--- config.mk ---
export PLATFORM = sky130hd
export DESIGN_NAME = dwc_mac
export DESIGN_NICKNAME = d
export VERILOG_FILES = /design/src/sv/dwc_pkg.sv /design/src/sv/dwc_mac.sv
export SDC_FILE = /design/constraint.sdc
export NUM_CORES = 1
export LEC_CHECK = 0
export BUFFER_PORTS_ARGS = -buffer_cell sky130_fd_sc_hd__buf_2
export CORE_MARGIN = 4
export CORE_UTILIZATION = 55
export DETAILED_ROUTE_END_ITERATION = 8
export GPL_ROUTABILITY_DRIVEN = 0
export GPL_TIMING_DRIVEN = 0
export HOLD_SLACK_MARGIN = 0.08
export PLACE_DENSITY = 0.77
export SYNTH_ARGS = -nofsm -noshare
export SYNTH_HDL_FRONTEND = slang
export SYNTH_SLANG_ARGS = --single-unit
--- constraint.sdc ---
create_clock -name i_clk -period 15.81 [get_ports i_clk]
set_clock_uncertainty 0.05 [all_clocks]
set_input_delay 0.7905 -clock i_clk [delete_from_list [all_inputs] [get_ports i_clk]]
set_output_delay 0.7905 -clock i_clk [all_outputs]
set_load 0.005 [all_outputs]
--- src/sv/dwc_pkg.sv ---
// Shared types and constants for the depthwise convolution window.
// No dependencies; imported by every module of the block.
package dwc_pkg;

    localparam int POS_W  = 7;
    localparam int TAP_W  = 3;
    localparam int DATA_W = 16;
    localparam int PROD_W = 32;
    localparam int SUM_W  = 38;
    localparam int CRD_W  = 12;   // signed image coordinate, holds every reachable value
    localparam int K_W    = 4;    // effective filter side, up to 7
    localparam int DIM_W  = 11;   // effective image side, up to MAX_DIM

    localparam logic [1:0] ACT_LOAD_TAP = 2'd0;
    localparam logic [1:0] ACT_LOAD_PIX = 2'd1;
    localparam logic [1:0] ACT_REQUEST  = 2'd2;

    localparam logic [2:0] REG_FILTER_SIZE = 3'd0;
    localparam logic [2:0] REG_PAD_AMOUNT  = 3'd1;
    localparam logic [2:0] REG_DILATION    = 3'd2;
    localparam logic [2:0] REG_STRIDE      = 3'd3;
    localparam logic [2:0] REG_IMG_HEIGHT  = 3'd4;
    localparam logic [2:0] REG_IMG_WIDTH   = 3'd5;

    localparam logic [2:0] RST_FILTER_SIZE = 3'd5;
    localparam logic [1:0] RST_PAD_AMOUNT  = 2'd1;
    localparam logic [1:0] RST_DILATION    = 2'd1;
    localparam logic [2:0] RST_STRIDE      = 3'd1;
    localparam logic [7:0] RST_IMG_HEIGHT  = 8'd83;
    localparam logic [7:0] RST_IMG_WIDTH   = 8'd83;

    // Effective geometry after clamping the raw registers.
    typedef struct packed {
        logic [K_W-1:0]   k;
        logic [1:0]       pad;
        logic [1:0]       dil;
        logic [2:0]       stride;
        logic [DIM_W-1:0] h;
        logic [DIM_W-1:0] w;
    } t_cfg;

    typedef struct packed {
        logic clr;     // start a fresh sum
        logic tap_v;   // tap issued this cycle lies inside the image
    } t_mac_ctl;

endpackage

--- src/sv/dwc_mac.sv ---
// Multiply-accumulate stage: registered product, then exact 38-bit sum.
// Depends on dwc_pkg.
module dwc_mac (
    input  logic                              i_clk,
    input  logic                              i_rst_n,
    input  dwc_pkg::t_mac_ctl                 i_ctl,
    input  logic signed [dwc_pkg::DATA_W-1:0] i_pix,
    input  logic signed [dwc_pkg::DATA_W-1:0] i_wt,
    output logic signed [dwc_pkg::SUM_W-1:0]  o_acc
);
    import dwc_pkg::*;

    logic                     r_v1;
    logic                     r_v2;
    logic signed [PROD_W-1:0] r_prod;
    logic signed [SUM_W-1:0]  r_acc;

    // Valid trails the issue into the next cycle to line up with memory read data.
    always_ff @(posedge i_clk) begin
        if (!i_rst_n) begin
            r_v1 <= 1'b0;
            r_v2 <= 1'b0;
        end else begin
            r_v1 <= i_ctl.tap_v;
            r_v2 <= r_v1;
        end
    end

    always_ff @(posedge i_clk) begin
        if (r_v1) begin
            r_prod <= PROD_W'(i_pix) * PROD_W'(i_wt);
        end
        if (i_ctl.clr) begin
            r_acc <= '0;
        end else if (r_v2) begin
            r_acc <= r_acc + SUM_W'(r_prod);
        end
    end

    assign o_acc = r_acc;

endmodule

==> key figures <==
STA
  – Hold Fails Final Rpt: 0
  – FMAX: 137.2 MHz
  – Final setup violation count: 0
  – Slew at the pin closest to its max-slew limit: 0.8552 ns
  – Final Max Slew Viols: 0
  – RSZ-0062 raised after global routing: no
  – Rel. slew slack: 0.4299
  – Min Tclk post-route: 7.291 ns
  – Post-route setup TNS: 0 ns
  – Final Cycle Share: 0.4612

Synth
  – Mapped Avg Cell Area: 9.217 um2
  – Seq cells post-synth: 72
  – Warning count from the yosys run: 0
  – Netlist cell types: 60
  – Dominant synthesized flop cell: dfxtp_1
  – EDFF count, synth: 32
  – Syn_nets: 1,950
  – Top cell type's share of synthesized area: 0.3729
  – Synthesized area: 14,120 um2
  – Synth top area cells: fa_1 37%, ha_1 11%, inv_1 8.0%
  – FFs w/ async S/R, synth: 0
  – Register area share after synthesis: 0.1248
  – Mapped Cells: 1,532
  – Cell accounting for the most synthesized area: fa_1

Cells and area
  – Ant diodes: 0
  – Share of cells above drive strength 1: 0.06115
  – Area growth from synthesis to layout: 7.577%
  – Nets: 2,033

Clock tree
  – Skew-Pair Late Insertion Delay: 0.34 ns
  – Longest Clk Path Bufs: 2
  – Post-CTS Setup Repair Bufs: 0
  – CTS Buf Count: 9
  – CTS Hold Bufs: 0
  – CTS Root Cell: clkbuf_16
  – H-tree depth: 3
  – CTS clk-pin slew, worst paths: 0.06 ns
  – CTS Sinks: 72
  – Post-cts resize count: 0
  – CTS tree: yes

Critical path
  – Kind of critical path: primary input to register
  – Startpoint types: primary input
  – Critical Path End Type: register
  – CP delay by family, top: adder cells
  – CP Cell Sequence: buf_2 -> clkbuf_1 -> nand2_1 -> inv_1 -> fa_1 -> fa_1 -> fa_1 -> fa_1 -> fa_1 -> inv_1 -> fa_1 -> inv_1 -> ha_1 -> and4_1 -> and2_1 -> nand4_1 -> a31oi_1 -> o22ai_1 -> or3_1 -> a31oi_1 -> xnor2_1
  – Biggest cell delay along the critical path: 0.57 ns
  – CP startpoint: i_wt[1]
  – WP buf/inv: 5
  – Worst-path maximum fanout: 10
  – Slowest stage cell, crit path: fa_1
  – Reg2Reg Launch Point: o_acc[0]$_SDFFE_PP0P_
  – Critical path's most frequent cell: fa_1
  – Required time of the critical path: 15.82 ns
  – Critical Path AT: 7.30 ns

Route
  – DRT Wirelength: 33,980 um
  – Routed len/inst: 17.43 um
  – Vias/cell: 5.628
  – DRC Markers: 0
  – ANT nets after route: 0
  – Via Count: 10,970
  – 1st-iter DRT viols: 774
  – TritonRoute pass-1 iters: 5

Global route
  – Largest net degree at the start of global routing: 34
  – Total grt overflow: 0
  – First-pass GRT wire length: 56,290 um
  – Total GRT Usage: 0.2452
  – Initial antenna violation count: 0
  – Vias in the first global route: 11,320

Floorplanning
  – Row count: 58
  – Starting Density: 0.5591
  – Chip height: 168.2 um
  – Die area: 28,300 um2
  – Top-Level Pins: 74
  – Placeable core region: 25,250 um2
  – Die X-Extent: 168.2 um

Place
  – DP Wirelength: 28,300 um
  – Buffers on Ports: 72

Outcome
  – Outcome: finished clean

Worst hold path
  – Worst min path class: register to register
  – Worst Hold Launch: o_acc[30]$_SDFFE_PP0P_

Flow run
  – Maxcap violations: 0
==> flip-flops by register name (all words and copies together), names as in the netlist <==
name / flops
r_prod: 32
r_v1: 1
o_acc: 38
r_v2: 1
==> worst min-delay path: stages, from the launching register on <==
cell and delay (ns):
dfxtp_1 0.33, nand2_1 0.05, o21ai_0 0.06
==> logic make-up after synthesis <==
kind of cell    after synthesis  synth area share
compound gates              199           0.09180
mux                          25           0.01781
xor+xnor                     57           0.03536
fa+ha+maj                   382            0.4783
buf+inv                     347           0.09242
simple gates                450            0.1595
flops                        72            0.1248
==> cell usage after synthesis (4+ instances only) <==
master,instances
inv_1,300
fa_1,263
nand2_1,157
and2_1,131
ha_1,119
nor2_1,69
a21oi_1,53
xnor2_1,45
clkbuf_1,42
dfxtp_1,40
o21ai_0,35
edfxtp_1,32
mux2i_1,24
a21o_1,20
nand3_1,16
nor3_1,15
o21bai_1,15
a211oi_1,13
xor2_1,12
nand2b_1,11
a31oi_1,9
nand4_1,9
o21a_1,7
and3_1,6
o21ai_1,6
or3_1,6
a2111oi_0,5
nor3b_1,5
nor4_1,5
o31ai_1,5
a211o_1,4
nor2b_1,4
nor4b_1,4
o211ai_1,4
==> layout by cell type, fill, tap and decap left out, types with 4 or more instances in the layout <==
cell type    n
a2111oi_0    5
a211o_1      4
a211oi_1    13
a21o_1      20
a21oi_1     53
a31oi_1      9
and2_1     131
and3_1       6
buf_2       74
clkbuf_1    42
clkbuf_16    9
dfxtp_1     39
edfxtp_1    32
fa_1       263
ha_1       119
inv_1      300
mux2i_1     24
nand2_1    157
nand2b_1    11
nand3_1     16
nand4_1      9
nor2_1      69
nor2b_1      4
nor3_1      15
nor3b_1      5
nor4_1       5
nor4b_1      4
o211ai_1     4
o21a_1       7
o21ai_0     35
o21ai_1      6
o21bai_1    15
o31ai_1      5
or3_1        6
xnor2_1     45
xor2_1      12
==> through the flow <==
stage	hold slack (ns)	setup WS, ns	instance area (um2)	utilization	instances
finish	0.4413	8.519	15190	0.6015	1949
global route	0.4970	8.134	15190	0.6015	1949
CTS	0.4453	8.530	15190	0.6014	1949
detailed placement	0.4343	8.198	14890	0.5897	1934
global placement	0.4319	8.242	14890	0.5897	1934
floorplan	0.4217	9.369	14120	-	1532
==> path summary, 6_finish.rpt <==
| check | end | slack [ns] | depth (start not counted) |
|---|---|---|---|
| setup / recovery | r_prod[31]$_DFFE_PP_ | 8.52 | 21 |
| hold / removal | o_acc[30]$_SDFFE_PP0P_ | 0.44 | 2 |
| setup reg to reg | o_acc[26]$_SDFFE_PP0P_ | 12.34 | 11 |
| hold reg to reg | o_acc[30]$_SDFFE_PP0P_ | 0.44 | 2 |
==> area by class of cell <==
cell class / count / area, um2
Inverter: 300 / 1126
Timing Repair Buffer: 72 / 360.3
Buffer: 47 / 178.9
Clock buffer: 10 / 239.0
Sequential cell: 72 / 1763
Multi-Input combinational cell: 1113 / 11050
Clock inverter: 5 / 56.30
Fill cell: 2152 / 10060
Tap cell: 330 / 412.9
==> layer usage <==
| layer | GRT usage | vias to the layer above | wire [um] |
|---|---|---|---|
| met5 | 0 | - | 0 |
| met1 | 0.3244 | 5425 | 13630 |
| met4 | 0.08010 | 0 | 1153 |
| li1 | - | 5028 | - |
| met3 | 0.03663 | 82 | 2506 |
| met2 | 0.4170 | 434 | 16690 |
Power is left out: the tool's default activity adds up to more than one toggle a clock period on the data nets, which glitch-free logic cannot reach.
