File: src/sv/dwc_pkg.sv
// Shared types and constants for the depthwise convolution window.
// No dependencies; imported by every module of the block.
package dwc_pkg;

    localparam int POS_W  = 7;
    localparam int TAP_W  = 3;
    localparam int DATA_W = 16;
    localparam int PROD_W = 32;
    localparam int SUM_W  = 38;
    localparam int CRD_W  = 12;   // signed image coordinate, holds every reachable value
    localparam int K_W    = 4;    // effective filter side, up to 7
    localparam int DIM_W  = 11;   // effective image side, up to MAX_DIM

    localparam logic [1:0] ACT_LOAD_TAP = 2'd0;
    localparam logic [1:0] ACT_LOAD_PIX = 2'd1;
    localparam logic [1:0] ACT_REQUEST  = 2'd2;

    localparam logic [2:0] REG_FILTER_SIZE = 3'd0;
    localparam logic [2:0] REG_PAD_AMOUNT  = 3'd1;
    localparam logic [2:0] REG_DILATION    = 3'd2;
    localparam logic [2:0] REG_STRIDE      = 3'd3;
    localparam logic [2:0] REG_IMG_HEIGHT  = 3'd4;
    localparam logic [2:0] REG_IMG_WIDTH   = 3'd5;

    localparam logic [2:0] RST_FILTER_SIZE = 3'd5;
    localparam logic [1:0] RST_PAD_AMOUNT  = 2'd1;
    localparam logic [1:0] RST_DILATION    = 2'd1;
    localparam logic [2:0] RST_STRIDE      = 3'd1;
    localparam logic [7:0] RST_IMG_HEIGHT  = 8'd83;
    localparam logic [7:0] RST_IMG_WIDTH   = 8'd83;

    // Effective geometry after clamping the raw registers.
    typedef struct packed {
        logic [K_W-1:0]   k;
        logic [1:0]       pad;
        logic [1:0]       dil;
        logic [2:0]       stride;
        logic [DIM_W-1:0] h;
        logic [DIM_W-1:0] w;
    } t_cfg;

    typedef struct packed {
        logic clr;     // start a fresh sum
        logic tap_v;   // tap issued this cycle lies inside the image
    } t_mac_ctl;

endpackage

File: src/sv/dwc_seq.sv
// Request sequencer: grid check, tap walk with address generation, output register.
// Depends on dwc_pkg.
module dwc_seq #(
    parameter int MAX_DIM = 128,
    parameter int MAX_K   = 7,
    parameter int AW      = $clog2(MAX_DIM * MAX_DIM),
    parameter int TAW     = (MAX_K > 1) ? $clog2(MAX_K * MAX_K) : 1
) (
    input  logic                              i_clk,
    input  logic                              i_rst_n,
    input  dwc_pkg::t_cfg                     i_cfg,
    input  logic                              i_accept,
    input  logic [1:0]                        i_action,
    input  logic [dwc_pkg::POS_W-1:0]         i_pos_row,
    input  logic [dwc_pkg::POS_W-1:0]         i_pos_col,
    input  logic                              i_out_stall,
    input  logic signed [dwc_pkg::SUM_W-1:0]  i_acc,
    output logic                              o_in_stall,
    output logic [AW-1:0]                     o_img_raddr,
    output logic [TAW-1:0]                    o_tap_raddr,
    output dwc_pkg::t_mac_ctl                 o_mac,
    output logic                              o_out_valid,
    output logic signed [dwc_pkg::SUM_W-1:0]  o_sum_value,
    output logic                              o_status
);
    import dwc_pkg::*;

    localparam int RW  = $clog2(MAX_DIM);
    localparam int KIW = (MAX_K > 1) ? $clog2(MAX_K) : 1;

    localparam logic [2:0] S_IDLE  = 3'd0;
    localparam logic [2:0] S_SETUP = 3'd1;
    localparam logic [2:0] S_RUN   = 3'd2;
    localparam logic [2:0] S_DRAIN = 3'd3;
    localparam logic [2:0] S_DONE  = 3'd4;

    logic [2:0]              r_state,    n_state;
    logic [POS_W-1:0]        r_prow,     n_prow;
    logic [POS_W-1:0]        r_pcol,     n_pcol;
    logic [CRD_W-1:0]        r_row,      n_row;
    logic [CRD_W-1:0]        r_col,      n_col;
    logic [CRD_W-1:0]        r_col_base, n_col_base;
    logic [KIW-1:0]          r_kr,       n_kr;
    logic [KIW-1:0]          r_kc,       n_kc;
    logic                    r_drain,    n_drain;
    logic                    r_err,      n_err;
    logic                    r_out_valid, n_out_valid;
    logic signed [SUM_W-1:0] r_sum,      n_sum;
    logic                    r_status,   n_status;

    logic [K_W-1:0]   w_k_m1;
    logic [CRD_W-1:0] w_span;
    logic [CRD_W-1:0] w_prs_r;
    logic [CRD_W-1:0] w_prs_c;
    logic [CRD_W-1:0] w_lim_r;
    logic [CRD_W-1:0] w_lim_c;
    logic             w_grid_ok;
    logic             w_row_in;
    logic             w_col_in;
    logic             w_last_kc;
    logic             w_last_kr;

    // Position is in the grid when its last tap still reaches the padded image.
    assign w_k_m1   = i_cfg.k - K_W'(1);
    assign w_span   = CRD_W'(i_cfg.dil) * CRD_W'(w_k_m1);
    assign w_prs_r  = CRD_W'(r_prow) * CRD_W'(i_cfg.stride);
    assign w_prs_c  = CRD_W'(r_pcol) * CRD_W'(i_cfg.stride);
    assign w_lim_r  = CRD_W'(i_cfg.h) + CRD_W'({i_cfg.pad, 1'b0});
    assign w_lim_c  = CRD_W'(i_cfg.w) + CRD_W'({i_cfg.pad, 1'b0});
    assign w_grid_ok = (w_prs_r + w_span + CRD_W'(1) <= w_lim_r)
                       && (w_prs_c + w_span + CRD_W'(1) <= w_lim_c);

    assign w_row_in  = !r_row[CRD_W-1] && (r_row < CRD_W'(i_cfg.h));
    assign w_col_in  = !r_col[CRD_W-1] && (r_col < CRD_W'(i_cfg.w));
    assign w_last_kc = (K_W'(r_kc) == w_k_m1);
    assign w_last_kr = (K_W'(r_kr) == w_k_m1);

    assign o_img_raddr = AW'(AW'(r_row[RW-1:0]) * AW'(MAX_DIM) + AW'(r_col[RW-1:0]));
    assign o_tap_raddr = TAW'(TAW'(r_kr) * TAW'(MAX_K) + TAW'(r_kc));

    assign o_mac.clr   = (r_state == S_SETUP);
    assign o_mac.tap_v = (r_state == S_RUN) && w_row_in && w_col_in;

    assign o_in_stall  = (r_state != S_IDLE);
    assign o_out_valid = r_out_valid;
    assign o_sum_value = r_sum;
    assign o_status    = r_status;

    always_comb begin
        n_state     = r_state;
        n_prow      = r_prow;
        n_pcol      = r_pcol;
        n_row       = r_row;
        n_col       = r_col;
        n_col_base  = r_col_base;
        n_kr        = r_kr;
        n_kc        = r_kc;
        n_drain     = r_drain;
        n_err       = r_err;
        n_out_valid = r_out_valid;
        n_sum       = r_sum;
        n_status    = r_status;

        if (r_out_valid && !i_out_stall) begin
            n_out_valid = 1'b0;
        end

        case (r_state)
            S_IDLE: begin
                if (i_accept && (i_action == ACT_REQUEST)) begin
                    n_prow  = i_pos_row;
                    n_pcol  = i_pos_col;
                    n_state = S_SETUP;
                end
            end
            S_SETUP: begin
                n_row      = w_prs_r - CRD_W'(i_cfg.pad);
                n_col      = w_prs_c - CRD_W'(i_cfg.pad);
                n_col_base = w_prs_c - CRD_W'(i_cfg.pad);
                n_kr       = '0;
                n_kc       = '0;
                n_err      = !w_grid_ok;
                n_state    = w_grid_ok ? S_RUN : S_DONE;
            end
            S_RUN: begin
                if (w_last_kc) begin
                    n_kc  = '0;
                    n_col = r_col_base;
                    if (w_last_kr) begin
                        n_drain = 1'b0;
                        n_state = S_DRAIN;
                    end else begin
                        n_kr  = r_kr + KIW'(1);
                        n_row = r_row + CRD_W'(i_cfg.dil);
                    end
                end else begin
                    n_kc  = r_kc + KIW'(1);
                    n_col = r_col + CRD_W'(i_cfg.dil);
                end
            end
            S_DRAIN: begin
                // Wait out the read and product stages.
                n_drain = 1'b1;
                if (r_drain) begin
                    n_state = S_DONE;
                end
            end
            S_DONE: begin
                if (!r_out_valid || !i_out_stall) begin
                    n_out_valid = 1'b1;
                    n_sum       = r_err ? '0 : i_acc;
                    n_status    = r_err;
                    n_state     = S_IDLE;
                end
            end
            default: begin
                n_state = S_IDLE;
            end
        endcase
    end

    always_ff @(posedge i_clk) begin
        if (!i_rst_n) begin
            r_state     <= S_IDLE;
            r_out_valid <= 1'b0;
            r_drain     <= 1'b0;
            r_err       <= 1'b0;
            r_kr        <= '0;
            r_kc        <= '0;
        end else begin
            r_state     <= n_state;
            r_out_valid <= n_out_valid;
            r_drain     <= n_drain;
            r_err       <= n_err;
            r_kr        <= n_kr;
            r_kc        <= n_kc;
        end
    end

    always_ff @(posedge i_clk) begin
        r_prow     <= n_prow;
        r_pcol     <= n_pcol;
        r_row      <= n_row;
        r_col      <= n_col;
        r_col_base <= n_col_base;
        r_sum      <= n_sum;
        r_status   <= n_status;
    end

endmodule

File: config.mk
export PLATFORM = sky130hd
export DESIGN_NAME = dwc_seq
export DESIGN_NICKNAME = d
export VERILOG_FILES = /design/src/sv/dwc_pkg.sv /design/src/sv/dwc_seq.sv
export SDC_FILE = /design/constraint.sdc
export NUM_CORES = 1
export LEC_CHECK = 0
export ABC_CLOCK_PERIOD_IN_PS = 6420
export BUFFER_PORTS_ARGS = -buffer_cell sky130_fd_sc_hd__buf_2
export CAP_MARGIN = 20
export CORE_AREA = 4 4 140 142
export DETAILED_ROUTE_END_ITERATION = 8
export DIE_AREA = 0 0 144 146
export PLACE_DENSITY_LB_ADDON = 0.1
export SYNTH_ARGS = -nofsm -noshare
export SYNTH_HDL_FRONTEND = slang
export SYNTH_SLANG_ARGS = --single-unit
File: constraint.sdc
create_clock -name i_clk -period 6.42 [get_ports i_clk]
set_input_delay 0.321 -clock i_clk [delete_from_list [all_inputs] [get_ports i_clk]]
set_output_delay 0.321 -clock i_clk [all_outputs]
set_load 0.05 [all_outputs]
==> results of run 1 <==
[registers in the layout, indices dropped and copies added (netlist names), 3 cells and up]
register and flops:
o_sum_value 38, r_col 12, r_col_base 11, r_kc 3
r_kr 3, r_pcol 7, r_prow 7, r_row 12
r_state 3
[power groups by stage]
stage | sequential, W | combinational (W) | clock, W
global placement | 0.000807 | 0.000801 | 0
CTS | 0.000793 | 0.000816 | 0.000572
floorplan | 0.000810 | 0.000622 | 0
finish | 0.000793 | 0.000814 | 0.000558
detailed placement | 0.000808 | 0.000809 | 0
global route | 0.000798 | 0.000922 | 0.000602
[area by class of cell]
cell class / instances / area (um2) / share of cell area [%]
clock inverter: 7 / 80.08 / 0.8089
tap: 234 / 292.8 / 2.958
clock buffer: 9 / 225.2 / 2.275
sequential: 100 / 2883 / 29.12
timing repair buffer: 161 / 825.8 / 8.342
inverter: 80 / 300.3 / 3.033
multi-input combinational: 680 / 5293 / 53.46
[worst min path at each step]
stage | endpoint | slack (ps) | cells past startpoint
after floorplan | r_pcol[0]$_DFFE_PP_ | 420 | 0
after global placement | r_drain$_SDFFE_PN0P_ | 480 | 2
after detailed placement | r_drain$_SDFFE_PN0P_ | 480 | 2
after CTS | r_pcol[2]$_DFFE_PP_ | 120 | 1
after global routing | r_pcol[5]$_DFFE_PP_ | 130 | 1
final | r_pcol[2]$_DFFE_PP_ | 130 | 1
[worst max-delay path: cells and delay by family, from the launching register on]
family | cells | cell delay (ps)
and+or+nand+nor | 6 | 1000
DFF | 1 | 380
buffers and inverters | 2 | 160
adders and majority gates | 4 | 1570
muxes | 1 | 110
AOI/OAI and AO/OA | 7 | 2050
[cells in the final DEF, fill, tap and decap left out, types with 5 or more instances in the layout]
cell type  count
nand2_1       78
a21o_1        20
nor2_1        59
inv_1         73
edfxtp_1      88
nor2b_1       46
buf_2        153
nand2b_1      12
mux2i_1        7
nor3b_1        5
clkbuf_16      9
o211ai_1       9
inv_2          6
and3_1         6
a211o_1        5
nand4_1       18
fa_1          25
a21oi_1       30
a211oi_1      14
xnor2_1       55
nor3_1        13
xor2_1        29
and2_1        18
dfxtp_1       12
nor4b_1        5
o21ai_1       25
o21ai_0        7
buf_4          8
nand3_1       17
ha_1          97
o21a_1         5
[logic make-up (layout without fill, tap and decap cells)]
family                     Yosys count  count (layout)  share of synthesized area (%)
buffers and inverters              118             257                          5.997
adders and majority gates          123             123                          19.86
and+or+nand+nor                    307             307                          18.61
xor gates and xnor gates            84              84                          8.476
muxes                                9               9                          1.067
AOI/OAI and AO/OA                  157             157                          12.77
DFF                                100             100                          33.21
[per-layer routing]
metal	up-vias	track usage [%]	routed length (um)
li1	3443	-	-
met1	3078	28.79	9941
met2	150	29.98	9105
met3	23	3.483	1013
met4	0	4.143	237
met5	-	0	0
[cell usage after synthesis (all sizes together) (4+ instances only)]
cell type   n  area [um2]
ha         97        1214
nand2b     12       75.07
fa         25       500.5
clkbuf     19       71.32
and2       18       112.6
nand4      18       112.6
or4         5       41.29
nand2      78       292.8
nor2b      46       287.8
dfxtp      12       240.2
a21o       20       150.1
o21a        5       37.54
nor4        4       25.02
nor4b       5       43.79
inv        79       296.5
a21oi      32       163.9
xor2       29       254.0
nand3      17       85.08
o31ai       4       30.03
nor2       59       221.5
and3        6       37.54
edfxtp     88        2643
buf        19       148.9
xnor2      55       481.7
nor3b       6       50.05
a211oi     15       117.6
mux2i       7       70.07
nor3       14       70.07
o221ai      4       35.03
o211ai      9       67.56
a31oi       4       25.02
o21ai      33       168.9
a211o       5       43.79
[per-stage QoR]
stage	util [%]	setup WS, ps	hold WS [ps]	total power (W)
6_report	53.64	1085	134.2	0.002165
5_1_grt	53.64	516.9	125.9	0.002323
4_1_cts	53.64	1055	122.3	0.002181
3_5_place_dp	51.99	863.3	480.1	0.001617
3_3_place_gp	51.99	1003	475.7	0.001608
2_1_floorplan	-	1407	419.9	0.001433
==> impl_metrics.toml, run 1 <==
[outcome]
status = "complete, no violations"

[sta]
finalSetupTns_ps = 0
timing.fmax_ghz = 0.1874
tightest_slew_ps = 744.7
rsz0062_at_grt = "false"
post-route-period-util_pct = 83.10
maxSlewHeadroom_pct = 49.57
drv_slew = 0
skew_ps = 11.89
setup_viol = 0
post-route-min-period_ps = 5335
final-hold-violation-count = 0

[critical_path]
crit_start = "r_prow[1]$_DFFE_PP_"
path_cells = "nand2_1, fa_1, inv_1, ha_1, a211oi_1, o21ba_2, nor2_1, ha_1, inv_1, a211o_1, mux2i_1, and4bb_1, nor3b_1, ha_1, and3_1, a221oi_1, o221ai_1, a32oi_1, a31oi_1, nor3_1"
r2r_slack_ps = 1090
cpMaxStageDelayCell = "fa_1"
crit_end = "r_state[1]$_SDFFE_PN0P_"
start_kind = "flop"
rr_startpoint = "r_prow[1]$_DFFE_PP_"
reg2reg_depth = 20
cp.required_ps = 6700
crit_path_frequent_cell = "ha_1"
reg2reg_to = "r_state[1]$_SDFFE_PN0P_"
endpoint_kind = "flop"
worstPathMaxFanout = 9
critPathMaxStageDelay_ps = 530
path_class = "flop to flop"
cp.arrival_ps = 5610

[route]
drt_iter0_drc = 301
routed-via-count = 6694
firstDrtPassIters = 6
via_per_inst = 5.267
drc = 0
wl_mm = 20.30
wl_per_cell_um = 15.97
ant_nets = 0

[place]
port_buffers = 153
place_congestion = 0.8886
dp_cells = 1255
dp_hpwl_mm = 16.24
placed_area_um2 = 9594

[pwr]
intPower_w = 0.001366
power.density_nw_per_um2 = 218.7
clkPwrFrac_pct = 25.8
switchingPower_w = 0.0007993
combPwrFrac_pct = 37.6
pwr-share-seq_pct = 36.6
p_leak_nw = 4.465
worst_ir_drop_vdd_v = 0.0001221
swShare_pct = 36.92

[synth]
syn_inst = 898
syn_nets = 1111
synth_flop_cell = "edfxtp_1"
syn_area_per_cell_um2 = 9.665
synth_area_um2 = 8680
seq_area_frac_synth_pct = 33.21
ys_ff_latch = 100
yosysUniqueCellTypes = 77
synth_edf_count = 88
ys_warn_count = 0
async_flop_share_pct = 0

[clock_tree]
cts_root_buf = "clkbuf_16"
insertion_delay_ps = 360
cts.sinks = 100
cts_tree = "built"
cts_buffers = 9
postCtsHoldBufs = 0
post_cts_buffers = 0
cts_buffer_depth = 2
htreeDepth = 3
cts_resized = 0
clk_pin_slew_worst_paths_ps = 80

[floorplan]
start_util_pct = 47.03
fp.dieW_um = 144
die_area_um2 = 21020
design.core.area_um2 = 18460
io_pins = 154
die_h_um = 146
core.rowCount = 50

[run]
maxCapViolCount = 0

[grt]
antenna_found_initial = 0
first_global_vias = 6596
overflow = 0
grt_max_degree = 41
track_usage_pct = 19.50
grt_pass1_wl_mm = 33.18

[cells_and_area]
fill_cells = 1735
layout.nets = 1245
drive_above_1_share_pct = 18.90
design_area_um2 = 9899
diodes = 0
finalNonFillerCells = 1271
area_growth_pct = 14.06

[min_path]
worstHoldPathType = "input port to flop"
hp-start = "i_pos_col[2]"
(Power assumes the default switching activity.)
==> inputs of run 2 (changes only) <==
--- a/config.mk
+++ b/config.mk
@@ -5,7 +5,7 @@
 export SDC_FILE = /design/constraint.sdc
 export NUM_CORES = 1
 export LEC_CHECK = 0
-export ABC_CLOCK_PERIOD_IN_PS = 6420
+export ABC_CLOCK_PERIOD_IN_PS = 4400
 export BUFFER_PORTS_ARGS = -buffer_cell sky130_fd_sc_hd__buf_2
 export CAP_MARGIN = 20
 export CORE_AREA = 4 4 140 142
==> constraint.sdc (replaced) <==
create_clock -name i_clk -period 4.4 [get_ports i_clk]
set_input_delay 0.22 -clock i_clk [delete_from_list [all_inputs] [get_ports i_clk]]
set_output_delay 0.22 -clock i_clk [all_outputs]
set_load 0.05 [all_outputs]
==> run 2 against run 1 <==
  * Wire length increased by 2.8%
  * The run now ends with setup timing left
  * Hold slack got worse by 99 ps
  * Sequential power increased by 46%
  * Fmax increased by 19%
  * Critical endpoint unchanged
  * Clock skew decreased by 2.2 ps
==> impl_metrics.toml, run 2 (synthesized netlist as in run 1, its figures left out) <==
[clock_tree]
cts_buffer_depth = 2
clk_pin_slew_worst_paths_ps = 80
insertion_delay_ps = 360
cts_buffers = 9
cts_tree = "built"
cts.sinks = 100
htreeDepth = 3
postCtsHoldBufs = 0
cts_root_buf = "clkbuf_16"

[route]
wl_mm = 20.87
firstDrtPassIters = 4
routed-via-count = 6970
drt_iter0_drc = 291
wl_per_cell_um = 15.42
ant_nets = 0
via_per_inst = 5.148
drc = 0

[pwr]
total_power_w = 0.003407
p_leak_nw = 4.911
power.density_nw_per_um2 = 314.5
worst_ir_drop_vdd_v = 0.0002137

[floorplan]
start_util_pct = 47.03
io_pins = 154
design.core.area_um2 = 18460
die_h_um = 146
die_area_um2 = 21020
core.rowCount = 50
fp.dieW_um = 144

[cells_and_area]
design_area_um2 = 10840
layout.nets = 1328
layout_commonest_cell = "buf_2"
diodes = 0
area_growth_pct = 24.84
largest_reg_flops = 38
fill_cells = 1660
drive_above_1_share_pct = 28.84
mostFrequentLayoutCells = "buf_2, buf_4, ha_1"

[sta]
finalSetupTns_ps = -84.40
maxSlewHeadroom_pct = 52.97
tightest_slew_ps = 703.7
timing.fmax_ghz = 0.2230
final.setup.worst_slack_ps = -84.40
final-hold-violation-count = 0
setup_viol = 1
whs_ps = 35.71
post-route-min-period_ps = 4484
rsz0062_at_grt = "true"
post-route-period-util_pct = 101.9
drv_slew = 0
skew_ps = 9.653

[place]
place_congestion = 0.8705
dp_hpwl_mm = 16.85
pre_cts_ws_ps = -235.0
placed_area_um2 = 10210
port_buffers = 153

[critical_path]
worstPathMaxFanout = 3
r2r_slack_ps = -80
path_class = "flop to flop"
cp.arrival_ps = 4750
cp.required_ps = 4670
endpoint_kind = "flop"
start_kind = "flop"

[grt]
overflow = 0
grt_pass1_wl_mm = 33.67
first_global_vias = 6728
track_usage_pct = 19.86
antenna_found_initial = 0
grt_max_degree = 41

[run]
maxCapViolCount = 0

[outcome]
status = "finished with violations"
violations = "setup timing"

[min_path]
worstHoldPathType = "input port to flop"
[run 2: changes by cell type in the layout (fill, tap and decap cells not counted), sizes merged]
cell and change:
buf +83, inv +2, clkinvlp -1, clkinv -1
[run 2: critical path: stages, from the launching register on]
cell	delay, ps
edfxtp_1	390
nand2_1	90
fa_1	500
inv_1	40
ha_1	240
fa_1	500
ha_4	300
nor2_1	50
a21oi_2	160
nor4b_2	240
and4bb_2	310
nor2_2	100
xor2_1	160
ha_1	250
and3_4	170
a221oi_4	230
o221ai_2	160
a32oi_2	250
a31oi_1	110
nor3_1	170
[run 2: through the flow]
step           util (%)  cells
2_1_floorplan         -    898
3_3_place_gp      55.31   1333
3_5_place_dp      55.31   1333
4_1_cts           57.19   1351
5_1_grt           58.71   1354
6_report          58.71   1354
[run 2: routing by layer]
metal | track usage [%] | vias up | share of wire, %
met1 | 29.41 | 3178 | 48
met5 | 0 | - | 0
met4 | 4.849 | 0 | 1.4
li1 | - | 3612 | -
met3 | 3.451 | 22 | 5.0
met2 | 30.19 | 158 | 45
[run 2: path summary, 6_finish.rpt]
check / from / endpoint / cells after the start
worst max-delay path: r_prow[1]$_DFFE_PP_ / r_state[1]$_SDFFE_PN0P_ / 19
worst max register to register: r_prow[1]$_DFFE_PP_ / r_state[1]$_SDFFE_PN0P_ / 19
worst min register to register: r_drain$_SDFFE_PN0P_ / r_drain$_SDFFE_PN0P_ / 2
worst min-delay path: i_pos_col[6] / r_pcol[6]$_DFFE_PP_ / 1
[run 2: area by class of cell]
type	instances	area, um2	area share [%]
clock buffer	9	225.2	2.079
multi-input combinational	680	5597	51.65
sequential	100	2883	26.61
tap	234	292.8	2.702
timing repair buffer	244	1456	13.44
clock inverter	7	81.33	0.7506
inverter	80	300.3	2.771
[run 2: what timing repair did]
| action | 4_1_cts | 5_1_grt |
|---|---|---|
| endpoints found under the setup margin | 3 | 3 |
| pin swaps | 2 | 29 |
| gates resized for setup | 3 | 47 |
| buffers inserted | 2 | 2 |
[run 2: power by group]
part	total [W]	leakage (nW)	internal (W)	switching (W)
clock network	0.000812	0.150	0.000410	0.000403
registers	0.00116	0.899	0.00111	0.0000438
logic	0.00144	3.86	0.000648	0.000791
total	0.00341	4.91	0.00217	0.00124
==> inputs of run 3 (changes only) <==
--- a/config.mk
+++ b/config.mk
@@ -5,6 +5,7 @@
 export SDC_FILE = /design/constraint.sdc
 export NUM_CORES = 1
 export LEC_CHECK = 0
+export ABC_AREA = 1
 export ABC_CLOCK_PERIOD_IN_PS = 4400
 export BUFFER_PORTS_ARGS = -buffer_cell sky130_fd_sc_hd__buf_2
 export CAP_MARGIN = 20
==> run 3 against run 2 <==
  * The run now ends clean
  * Synthesized area barely moved
  * Die area did not move
  * Hold slack improved by 12 ps
  * Setup slack improved by 460 ps
  * Wire length fell by 2.0%
  * Clock skew rose by 3.0 ps
  * Via count fell by 0.80%
  * Clock power fell by 2.7%
  * Final cell count rose by 5.4%
  * Sequential power rose by 40%
  * Critical endpoint is now r_err$_SDFFE_PN0P_
==> impl_metrics.toml, run 3 <==
[route]
wl_mm = 20.45
via_per_inst = 4.845
ant_nets = 0
drc = 0
wl_per_cell_um = 14.33
drt_iter0_drc = 329
firstDrtPassIters = 5
routed-via-count = 6914

[critical_path]
reg2reg_depth = 25
cp.required_ps = 4640
rr_startpoint = "r_pcol[0]$_DFFE_PP_"
worstPathMaxFanout = 4
start_kind = "flop"
endpoint_kind = "flop"
reg2reg_to = "r_err$_SDFFE_PN0P_"
crit_path_frequent_cell = "nand2_1"
r2r_slack_ps = 380
crit_buf_inv = 2
cp.arrival_ps = 4260
path_class = "flop to flop"
critPathMaxStageDelay_ps = 540
cp_top_family = "adder cells"
cpMaxStageDelayCell = "fa_1"

[synth]
yosysUniqueCellTypes = 53
synth_area_leader_cell = "edfxtp_1"
syn_area_per_cell_um2 = 8.442
ys_ff_latch = 100
yosys-top-cells-area = "edfxtp_1, ha_1, inv_1, nand2_1, fa_1"
seq_area_frac_synth_pct = 33.22
synth.most_common_cell = "inv_1"
yosys.area.top_type_share_pct = 30.45
ys_warn_count = 0
synth_edf_count = 88
synth_flop_cell = "edfxtp_1"
synth_area_um2 = 8678
syn_inst = 1028
async_flop_share_pct = 0
syn_nets = 1241
synthTopCellsByCount = "inv_1, nand2_1, ha_1, nor2_1, edfxtp_1"

[cells_and_area]
drive_above_1_share_pct = 20.96
fill_cells = 1706
layout_commonest_cell = "inv_1"
diodes = 0
layout.nets = 1401
area_growth_pct = 16.54
design_area_um2 = 10110
largest_reg_flops = 38
mostFrequentLayoutCells = "inv_1, nand2_1, buf_2"
multiInputGateArea_um2 = 4959
regArea_um2 = 2883

[grt]
track_usage_pct = 19.61
grt_max_degree = 41
grt_pass1_wl_mm = 33.11
first_global_vias = 6750
overflow = 0
antenna_found_initial = 0

[floorplan]
io_pins = 154
core.rowCount = 50
design.core.area_um2 = 18460
die_h_um = 146
die_area_um2 = 21020
fp.dieW_um = 144
start_util_pct = 47.02

[place]
dp_hpwl_mm = 16.83
port_buffers = 153
placed_area_um2 = 9734
place_congestion = 0.8485

[clock_tree]
postCtsHoldBufs = 0
clk_pin_slew_worst_paths_ps = 80
cts.sinks = 100
htreeDepth = 3
cts_buffer_depth = 2
insertion_delay_ps = 350
cts_root_buf = "clkbuf_16"
cts_buffers = 9
cts_tree = "built"

[sta]
whs_ps = 47.33
finalSetupTns_ps = 0
post-route-period-util_pct = 91.37
drv_slew = 0
timing.fmax_ghz = 0.2488
maxSlewHeadroom_pct = 30.19
tightest_slew_ps = 1043
skew_ps = 12.69
final-hold-violation-count = 0
post-route-min-period_ps = 4020
setup_viol = 0

[pwr]
worst_ir_drop_vdd_v = 0.0002575
power.density_nw_per_um2 = 517.3
p_leak_nw = 5.225

[min_path]
hp-start = "i_pos_col[1]"
worstHoldPathType = "input port to flop"
min_to = "r_pcol[1]$_DFFE_PP_"
min_path_cells = 1

[run]
maxCapViolCount = 0

[outcome]
status = "complete, no violations"
[run 3: cell types whose count changed in the layout (fill, tap and decap cells not counted), sizes merged, moves of 11 or more]
cell | before | now
a21oi | 32 | 56
a21o | 20 | 7
nand2b | 12 | 0
nand3 | 17 | 54
nor2 | 59 | 103
and2 | 18 | 0
xnor2 | 55 | 23
xor2 | 29 | 40
nor2b | 46 | 0
nand2 | 78 | 191
buf | 244 | 174
inv | 84 | 204
[run 3: per-stage QoR]
stage	power (W)	instances	setup WS (ps)	util [%]
6_report	0.005232	1427	379.9	54.80
5_1_grt	0.005650	1427	-0.8198	54.80
4_1_cts	0.005240	1424	145.6	54.33
3_5_place_dp	0.004431	1408	34.54	52.75
3_3_place_gp	0.004397	1408	197.2	52.75
2_1_floorplan	0.003797	1028	175.3	-
[run 3: layout make-up]
class,instances,area share [%]
multi-input combinational,700,49.03
sequential,100,28.50
clock inverter,7,0.6557
tap,234,2.895
inverter,203,7.559
timing repair buffer,174,9.130
clock buffer,9,2.227
[run 3: timing repair]
item / CTS / global route
resized for setup: 0 / 11
setup buffers: 0 / 3
endpoints found under the setup margin: 0 / 3
[run 3: how the worst max path moves through the flow]
stage               slack, ps                      end                 from  cells past startpoint
global route             -0.8       r_err$_SDFFE_PN0P_  r_pcol[1]$_DFFE_PP_                     25
detailed placement         30  r_state[1]$_SDFFE_PN0P_            i_cfg[29]                     27
floorplan                 180       r_err$_SDFFE_PN0P_            i_cfg[24]                     24
CTS                       150       r_err$_SDFFE_PN0P_  r_prow[0]$_DFFE_PP_                     24
global placement          200  r_state[1]$_SDFFE_PN0P_            i_cfg[29]                     27
finish                    380       r_err$_SDFFE_PN0P_  r_pcol[0]$_DFFE_PP_                     25
[run 3: kinds of logic (layout without fill, tap and decap cells)]
logic type | Yosys count | in the layout | synth area share [%]
xor gates and xnor gates | 63 | 63 | 7.396
and+or+nand+nor | 390 | 390 | 20.47
DFF | 100 | 100 | 33.22
AOI/OAI and AO/OA | 125 | 125 | 8.578
adders and majority gates | 122 | 122 | 19.75
buffers and inverters | 228 | 393 | 10.58
[run 3: report_power, final]
part / total, W / switching [W] / internal (W)
clock network: 0.000790 / 0.000392 / 0.000397
logic: 0.00282 / 0.00192 / 0.000898
registers: 0.00162 / 0.000202 / 0.00142
total: 0.00523 / 0.00252 / 0.00271
[run 3: worst reg2reg max path: stages, from the launching register on]
cell	delay, ps
edfxtp_1	360
nand2_1	80
fa_1	540
inv_1	40
ha_1	230
fa_1	530
ha_4	330
nand2_1	50
nor2_1	140
a211oi_2	70
o21ai_1	140
nand2_1	60
nand2_1	70
xor2_1	140
inv_1	60
ha_1	300
nand2_1	80
nor2_1	50
a211oi_1	160
nand2_1	70
nand2_1	60
nand2_1	40
nand2_1	110
nand2_1	60
nand2_1	90
a21oi_1	70
[run 3: per-layer routing]
layer	global-route usage (%)	wire length [um]	part of all wire (%)
met1	27.22	9730	48
met2	31.26	9064	44
met3	4.272	1327	6.5
met4	4.708	328	1.6
met5	0	0	0
